--- config.mk ---
export PLATFORM = sky130hd
export DESIGN_NAME = length_prefixed_field_deframer_unit
export DESIGN_NICKNAME = d
export VERILOG_FILES = /design/src/design/lpfd_pkg.sv /design/src/design/lpfd_parser.sv /design/src/design/lpfd_result_queue.sv /design/src/design/length_prefixed_field_deframer_unit.sv
export SDC_FILE = /design/constraint.sdc
export NUM_CORES = 1
export LEC_CHECK = 0
export ABC_AREA = 1
export BUFFER_PORTS_ARGS = -buffer_cell sky130_fd_sc_hd__clkbuf_2
export CORE_MARGIN = 5
export CORE_UTILIZATION = 60
export CTS_CLUSTER_SIZE = 24
export DETAILED_ROUTE_END_ITERATION = 6
export PLACE_DENSITY = 0.78
export SLEW_MARGIN = 20
export SYNTH_ARGS = -nofsm -noshare
export SYNTH_HDL_FRONTEND = slang
export SYNTH_HIERARCHICAL = 1
export SYNTH_SLANG_ARGS = --single-unit
export TNS_END_PERCENT = 100
--- constraint.sdc ---
create_clock -name i_clk -period 6.6 [get_ports i_clk]
set_input_delay 1.32 -clock i_clk [delete_from_list [all_inputs] [get_ports i_clk]]
set_output_delay 1.32 -clock i_clk [all_outputs]
set_load 0.02 [all_outputs]
--- src/design/lpfd_pkg.sv ---
// Shared types and constants of the length-prefixed field deframer.
package lpfd_pkg;

    localparam int unsigned BYTE_W      = 8;
    localparam int unsigned LEN_W       = 16;
    localparam int unsigned ACCUM_W     = 17;
    localparam int unsigned IDX_W       = 8;
    localparam int unsigned KIND_W      = 2;
    localparam int unsigned RES_DEPTH   = 4;
    localparam int unsigned RES_PTR_W   = $clog2(RES_DEPTH);
    localparam int unsigned RES_CNT_W   = $clog2(RES_DEPTH + 1);

    localparam logic [LEN_W-1:0]   MAX_LEN_RESET = 16'd999;
    localparam logic [ACCUM_W-1:0] ACCUM_SAT     = 17'd65536;
    localparam logic [IDX_W-1:0]   IDX_MAX       = 8'd255;

    localparam logic [BYTE_W-1:0] CH_ZERO  = 8'h30;
    localparam logic [BYTE_W-1:0] CH_NINE  = 8'h39;
    localparam logic [BYTE_W-1:0] CH_DOT   = 8'h2E;
    localparam logic [BYTE_W-1:0] CH_COMMA = 8'h2C;
    localparam logic [BYTE_W-1:0] CH_SEMI  = 8'h3B;

    // Result kinds.
    localparam logic [KIND_W-1:0] KIND_CONTENT = 2'd0;
    localparam logic [KIND_W-1:0] KIND_CLOSED  = 2'd1;
    localparam logic [KIND_W-1:0] KIND_ACCEPT  = 2'd2;
    localparam logic [KIND_W-1:0] KIND_REJECT  = 2'd3;

    // Parser phase, one-hot.
    typedef enum logic [4:0] {
        PH_LEN     = 5'b00001,
        PH_CONTENT = 5'b00010,
        PH_TERM    = 5'b00100,
        PH_DONE    = 5'b01000,
        PH_ERROR   = 5'b10000
    } t_phase;

    // One result item.
    typedef struct packed {
        logic [KIND_W-1:0] kind;
        logic [BYTE_W-1:0] data;
        logic [IDX_W-1:0]  index;
        logic              last;
    } t_result;

endpackage

--- src/design/lpfd_parser.sv ---
// Byte parser: message state and the up to two results of each input byte.
module lpfd_parser (
    input  logic                       i_clk,
    input  logic                       i_rst_n,
    input  logic                       i_take,
    input  logic [lpfd_pkg::BYTE_W-1:0] i_byte,
    input  logic                       i_eom,
    input  logic                       i_cfg_wr_en,
    input  logic [lpfd_pkg::LEN_W-1:0] i_cfg_wr_data,
    output logic [1:0]                 o_count,
    output lpfd_pkg::t_result          o_res0,
    output lpfd_pkg::t_result          o_res1
);
    import lpfd_pkg::*;

    t_phase               r_phase, n_phase;
    logic [ACCUM_W-1:0]   r_accum, n_accum;
    logic                 r_saw_digit, n_saw_digit;
    logic [LEN_W-1:0]     r_bytes_left, n_bytes_left;
    logic [IDX_W-1:0]     r_field_count, n_field_count;
    logic [LEN_W-1:0]     r_max_len;

    logic                 is_digit;
    logic [ACCUM_W+3:0]   accum_mac;
    logic                 ok;
    t_result              verdict;

    assign is_digit  = (i_byte >= CH_ZERO) && (i_byte <= CH_NINE);
    // accum * 10 + digit, as two shifts and adds.
    assign accum_mac = {1'b0, r_accum, 3'b000} + {3'b000, r_accum, 1'b0}
                     + {{ACCUM_W{1'b0}}, 4'(i_byte - CH_ZERO)};

    // Next state and results for the byte on the input.
    always_comb begin
        n_phase       = r_phase;
        n_accum       = r_accum;
        n_saw_digit   = r_saw_digit;
        n_bytes_left  = r_bytes_left;
        n_field_count = r_field_count;
        o_count       = 2'd0;
        o_res0        = '0;
        o_res1        = '0;
        ok            = 1'b0;
        verdict       = '0;

        unique case (r_phase)
            PH_LEN: begin
                if (is_digit) begin
                    n_accum     = (accum_mac > {4'b0000, ACCUM_SAT}) ? ACCUM_SAT
                                                                     : accum_mac[ACCUM_W-1:0];
                    n_saw_digit = 1'b1;
                end else if ((i_byte == CH_DOT) && r_saw_digit) begin
                    if (r_accum > {1'b0, r_max_len}) begin
                        n_phase = PH_ERROR;
                    end else begin
                        n_bytes_left = r_accum[LEN_W-1:0];
                        n_phase      = (r_accum[LEN_W-1:0] == '0) ? PH_TERM : PH_CONTENT;
                    end
                end else begin
                    n_phase = PH_ERROR;
                end
            end
            PH_CONTENT: begin
                o_res0       = '{kind: KIND_CONTENT, data: i_byte,
                                 index: r_field_count, last: 1'b0};
                o_count      = 2'd1;
                n_bytes_left = r_bytes_left - LEN_W'(1);
                if (r_bytes_left == LEN_W'(1)) begin
                    n_phase = PH_TERM;
                end
            end
            PH_TERM: begin
                if (i_byte == CH_COMMA) begin
                    o_res0  = '{kind: KIND_CLOSED, data: '0,
                                index: r_field_count, last: 1'b0};
                    o_count = 2'd1;
                    if (r_field_count != IDX_MAX) begin
                        n_field_count = r_field_count + IDX_W'(1);
                    end
                    n_phase     = PH_LEN;
                    n_accum     = '0;
                    n_saw_digit = 1'b0;
                end else if (i_byte == CH_SEMI) begin
                    o_res0  = '{kind: KIND_CLOSED, data: '0,
                                index: r_field_count, last: 1'b0};
                    o_count = 2'd1;
                    n_phase = PH_DONE;
                end else begin
                    n_phase = PH_ERROR;
                end
            end
            PH_DONE: begin
                n_phase = PH_DONE;
            end
            default: begin
                n_phase = PH_ERROR;
            end
        endcase

        // The verdict follows any other result; the message state then clears.
        if (i_eom) begin
            ok      = (n_phase == PH_DONE) && (i_byte == CH_SEMI);
            verdict = '{kind: (ok ? KIND_ACCEPT : KIND_REJECT), data: '0,
                        index: n_field_count, last: 1'b1};
            if (o_count == 2'd0) begin
                o_res0 = verdict;
            end else begin
                o_res1 = verdict;
            end
            o_count       = o_count + 2'd1;
            n_phase       = PH_LEN;
            n_accum       = '0;
            n_saw_digit   = 1'b0;
            n_bytes_left  = '0;
            n_field_count = '0;
        end else if (o_count == 2'd1) begin
            o_res0.last = 1'b1;
        end
    end

    // Message state advances on each accepted byte.
    always_ff @(posedge i_clk) begin
        if (!i_rst_n) begin
            r_phase       <= PH_LEN;
            r_accum       <= '0;
            r_saw_digit   <= 1'b0;
            r_bytes_left  <= '0;
            r_field_count <= '0;
        end else if (i_take) begin
            r_phase       <= n_phase;
            r_accum       <= n_accum;
            r_saw_digit   <= n_saw_digit;
            r_bytes_left  <= n_bytes_left;
            r_field_count <= n_field_count;
        end
    end

    // Field length limit register.
    always_ff @(posedge i_clk) begin
        if (!i_rst_n) begin
            r_max_len <= MAX_LEN_RESET;
        end else if (i_cfg_wr_en) begin
            r_max_len <= i_cfg_wr_data;
        end
    end

endmodule

--- src/design/lpfd_result_queue.sv ---
// Result queue: takes up to two results a cycle and hands out one when read.
module lpfd_result_queue (
    input  logic              i_clk,
    input  logic              i_rst_n,
    input  logic [1:0]        i_wr_count,
    input  lpfd_pkg::t_result i_res0,
    input  lpfd_pkg::t_result i_res1,
    input  logic              i_rd,
    output logic              o_valid,
    output logic              o_room,
    output lpfd_pkg::t_result o_res
);
    import lpfd_pkg::*;

    t_result               r_mem [RES_DEPTH];
    logic [RES_PTR_W-1:0]  r_wr_ptr, r_rd_ptr;
    logic [RES_CNT_W-1:0]  r_count, n_count;
    logic                  rd_fire;

    assign o_valid = (r_count != '0);
    // Room for the worst case of two results from one byte.
    assign o_room  = (r_count <= RES_CNT_W'(RES_DEPTH - 2));
    assign o_res   = r_mem[r_rd_ptr];
    assign rd_fire = i_rd && o_valid;
    assign n_count = r_count + RES_CNT_W'(i_wr_count) - RES_CNT_W'(rd_fire);

    // Storage writes.
    always_ff @(posedge i_clk) begin
        if (i_wr_count != 2'd0) begin
            r_mem[r_wr_ptr] <= i_res0;
        end
        if (i_wr_count == 2'd2) begin
            r_mem[r_wr_ptr + RES_PTR_W'(1)] <= i_res1;
        end
    end

    // Pointers and fill count.
    always_ff @(posedge i_clk) begin
        if (!i_rst_n) begin
            r_wr_ptr <= '0;
            r_rd_ptr <= '0;
            r_count  <= '0;
        end else begin
            r_wr_ptr <= r_wr_ptr + RES_PTR_W'(i_wr_count);
            r_rd_ptr <= r_rd_ptr + RES_PTR_W'(rd_fire);
            r_count  <= n_count;
        end
    end

endmodule

--- src/design/length_prefixed_field_deframer_unit.sv ---
// Length-prefixed field deframer top level.
// Input channel (i_valid/o_ready) carries one message byte per transaction,
// with i_end_of_message marking the last byte of a message. Output channel
// (o_valid/i_ready) carries result transactions: content bytes, field
// closures and one accept or reject verdict per message.
// One byte is accepted per cycle while o_ready is high; a byte can cause up
// to two results and the output drains one per cycle unless stalled, so
// throughput is one byte per cycle while bytes yield at most one result
// each. A four-entry result queue decouples the channels: o_ready stays
// high while two slots are free. When the receiver stalls the queue fills
// and o_ready drops; nothing is lost. The user must write the field length
// limit through i_cfg_wr_en/i_cfg_wr_data only while the block is idle, not
// enforced by the block. Synchronous reset (i_rst_n low) empties the queue,
// returns the parser to expecting length digits and the limit to 999.
module length_prefixed_field_deframer_unit (
    input  logic                          i_clk,
    input  logic                          i_rst_n,
    input  logic                          i_valid,
    output logic                          o_ready,
    input  logic [lpfd_pkg::BYTE_W-1:0]   i_in_byte,
    input  logic                          i_end_of_message,
    input  logic                          i_cfg_wr_en,
    input  logic [lpfd_pkg::LEN_W-1:0]    i_cfg_wr_data,
    output logic                          o_valid,
    input  logic                          i_ready,
    output logic [lpfd_pkg::KIND_W-1:0]   o_out_kind,
    output logic [lpfd_pkg::BYTE_W-1:0]   o_out_byte,
    output logic [lpfd_pkg::IDX_W-1:0]    o_field_index,
    output logic                          o_last_of_run
);
    import lpfd_pkg::*;

    logic       take;
    logic [1:0] res_count;
    t_result    res0, res1, head;
    logic       room;

    // A byte is taken only when the queue can hold all of its results.
    assign o_ready = room;
    assign take    = i_valid && room;

    lpfd_parser u_parser (
        .i_clk         (i_clk),
        .i_rst_n       (i_rst_n),
        .i_take        (take),
        .i_byte        (i_in_byte),
        .i_eom         (i_end_of_message),
        .i_cfg_wr_en   (i_cfg_wr_en),
        .i_cfg_wr_data (i_cfg_wr_data),
        .o_count       (res_count),
        .o_res0        (res0),
        .o_res1        (res1)
    );

    lpfd_result_queue u_queue (
        .i_clk      (i_clk),
        .i_rst_n    (i_rst_n),
        .i_wr_count (take ? res_count : 2'd0),
        .i_res0     (res0),
        .i_res1     (res1),
        .i_rd       (i_ready),
        .o_valid    (o_valid),
        .o_room     (room),
        .o_res      (head)
    );

    // Result fields.
    assign o_out_kind    = head.kind;
    assign o_out_byte    = head.data;
    assign o_field_index = head.index;
    assign o_last_of_run = head.last;

endmodule

==> metrics.md <==
| Metric | Value |
|---|---|
| Initial core utilization | `60.3%` |
| Clock power frac | `35.3%` |
| YS warnings | `6` |
| H-tree levels | `4` |
| Grt ovf | `0` |
| Max incr delay on CP | `890 ps` |
| Share of cells above drive strength 1 | `12.2%` |
| Slew headroom | `31.2%` |
| Internal power | `1.67 mW` |
| Worst path cell trace | `clkbuf_2 -> nor3_2 -> nand2_1 -> nor4_1 -> inv_1 -> nor2_1 -> nor2_1 -> nand2_1 -> inv_1 -> ha_1 -> inv_1 -> inv_1 -> nor2_1 -> nor2_1 -> o31ai_4` |
| R2R depth | `10` |
| Final net count | `1439` |
| Deepest clock path buffer count | `2` |
| Row cnt | `47` |
| RSZ-0062 raised after global routing | `false` |
| Largest net degree at the start of global routing | `43` |
| Hold Violations, Final | `0` |
| # resized after CTS | `0` |
| Drt total wl | `23.6 mm` |
| Worst path slowest cell | `o31ai_4` |
| Setup crit start kind | `input pin` |
| Leak | `4.46 nW` |
| Post-synthesis register bit count | `146` |
| Die area | `19200 um^2` |
| All-Layer GR Usage | `24.7%` |
| Post-CTS Hold Buffers | `0` |
| CP endpoint kind | `register` |
| Clk_lat worst skew | `430 ps` |
| Fmax | `199 MHz` |
| Commonest non-fill, non-tap cell in the layout | `nand2_1` |
| Worst hold path type | `reg -> reg` |
| Mapped Cells | `1330` |
| Synth unique cells | `51` |
| Share of power burned in registers | `41.6%` |
| Final setup vio count | `0` |
| Avg WL per Cell | `14.9 um` |
| Initial DRT Pass Iterations | `6` |
| Status | `completed` |
| Worst-Margin Slew | `1030 ps` |
| Mapped Area | `9890 um^2` |
| Final period utilization | `76.0%` |
| Final Critical Period | `5010 ps` |
| VDD IR max | `0.170 mV` |
| Pwr/cell area | `235 nW/um^2` |
| Number of buffers created by CTS | `17` |
| Final Max Tran Viols | `0` |
| Vias | `8781` |
| Via-to-Cell Ratio | `5.55` |
| Max cap viols | `0` |
| Total core area | `16400 um^2` |
| Setup Total Neg Slack | `0 ps` |
| Hold_sp | `u_parser/r_max_len[14]` |
| Post-CTS setup buffer count | `0` |
| Sw Share | `33.3%` |
| Worst R2R End | `u_queue/r_mem[1][15]` |
| CTS tree | `built` |
| Crit path max fanout | `19` |
| CP arrival | `5060 ps` |
| Starting DRT DRC Count | `727` |
| Root Buffer | `clkbuf_16` |
| End of the worst hold path | `u_parser/r_max_len[14]` |
| Worst setup path class | `in -> reg` |
| Die W | `138 um` |
| Setup Skew | `11.2 ps` |
| Drt drc | `0` |
| Most frequent cells in the layout | `nand2_1 (287), nor2_1 (160), inv_1 (159)` |
| Sequential area share after synthesis | `37.2%` |
| Placer Congestion | `0.921` |
| HPWL Detailed | `16.9 mm` |
| # clock sinks | `146` |
| Antenna violations before repair | `0` |
| Hold path depth | `2` |
| Gate power share | `23.1%` |
| Diodes inserted | `0` |
| Io pins | `51` |
| Sw power | `0.834 mW` |
| Worst EP required | `6650 ps` |
| Total power | `2.51 mW` |
| R2R Setup Slk | `2350 ps` |
| Number of buffers added on ports | `50` |
| Vias in the first global route | `8318` |
| CTS clk-pin slew, worst paths | `60 ps` |
| Post-DRT Antenna Nets | `0` |
| FF-to-FF Start | `u_parser/r_phase[2]` |
| First-pass GRT wire length | `39.6 mm` |
| Area growth from synthesis to layout | `8.05%` |
| Avg Cell Area, Syn | `7.44 um^2` |
| Die Ht | `138 um` |
cells in the mapped netlist, drive strengths merged:
cell type / n / area [um^2]
clkbuf: 26 / 105
edfxtp: 76 / 2280
buf: 37 / 297
a21oi: 87 / 480
nand2: 307 / 1210
inv: 164 / 616
fa: 3 / 60.1
nor3: 12 / 81.3
a31oi: 2 / 12.5
nand3b: 5 / 50.1
o21a: 6 / 45.0
nand3: 73 / 445
ha: 57 / 713
or2: 1 / 6.26
o31a: 1 / 8.76
o31ai: 6 / 45.0
nand4: 17 / 125
o221ai: 1 / 8.76
dfxtp: 70 / 1400
clkinv: 1 / 3.75
nor2: 165 / 669
xor2: 12 / 105
xnor2: 4 / 35.0
o22ai: 19 / 119
o21ai: 162 / 852
nor4: 5 / 31.3
nor3b: 1 / 7.51
o21bai: 1 / 7.51
o211ai: 6 / 45.0
o211a: 1 / 10.0
conb: 1 / 3.75
a211oi: 1 / 7.51
area by class of cell:
class                           instances  area [um^2]
Fill cell                            1425         5720
Multi-Input combinational cell        963         5270
Sequential cell                       146         3680
Inverter                              165          619
Clock buffer                           18          439
Timing Repair Buffer                   56          295
Tap cell                              220          275
Clock inverter                         14          106
how the worst max path moves through the flow:
stage / slack, ps / end / start / depth (start not counted)
after floorplan: 1550 / u_queue/r_mem[0][0] / i_in_byte[6] / 14
after global placement: 1300 / u_queue/r_mem[1][14] / i_in_byte[6] / 15
after detailed placement: 1200 / u_queue/r_mem[1][14] / i_in_byte[6] / 15
after CTS: 1650 / u_queue/r_mem[1][8] / i_in_byte[6] / 15
after global routing: 1300 / u_queue/r_mem[1][7] / i_in_byte[6] / 15
final: 1590 / u_queue/r_mem[1][15] / i_in_byte[6] / 15
worst max-delay path, delay by kind of cell:
kind	cells	cell delay [ps]
AOI/OAI and AO/OA	1	890
and+or+nand+nor	8	1940
buffers and inverters	5	590
adders and majority gates	1	300
flip-flops by register name (all words and copies together) (netlist names):
register	count
u_parser/r_accum	17
u_parser/r_bytes_left	16
u_parser/r_field_count	8
u_parser/r_max_len	16
u_parser/r_phase	5
u_parser/r_saw_digit	1
u_queue/r_count	3
u_queue/r_mem	76
u_queue/r_rd_ptr	2
u_queue/r_wr_ptr	2
per-stage QoR:
step	std cells	setup WS [ps]	cell area, um^2	hold WS [ps]	utilization [%]
final	1582	1590	10700	463	65.1
after global routing	1582	1300	10700	497	65.1
after CTS	1582	1650	10700	466	65.1
after detailed placement	1550	1200	10100	455	61.8
after global placement	1550	1300	10100	450	61.8
after floorplan	1337	1550	9920	433	-
cells by family (layout without fill, tap and decap cells):
group	count (synthesis)	count (layout)	share of synthesized area [%]
AO/OA/AOI/OAI	293	293	16.6
XOR/XNOR	16	16	1.42
adder cells (fa/ha/maj)	60	60	7.82
buffers and inverters	228	253	10.3
flip-flops	146	146	37.2
other	1	8	0.0379
AND/OR/NAND/NOR	586	586	26.6
power groups by stage:
stage	logic, mW	registers (mW)	clock network (mW)
after CTS	0.580	1.04	0.896
final	0.580	1.04	0.885
after global routing	0.651	1.05	0.942
after global placement	0.563	1.06	0
after detailed placement	0.576	1.06	0
after floorplan	0.420	1.05	0
metal layers:
metal	share of wire, %	vias up	wire (um)	track usage (%)
met5	0	-	0	0
met4	2.6	0	608	9.15
met3	5.9	55	1380	3.69
met2	49	298	11600	43.3
met1	42	3990	10000	30.8
li1	-	4438	-	-
(Power assumes the default switching activity.)
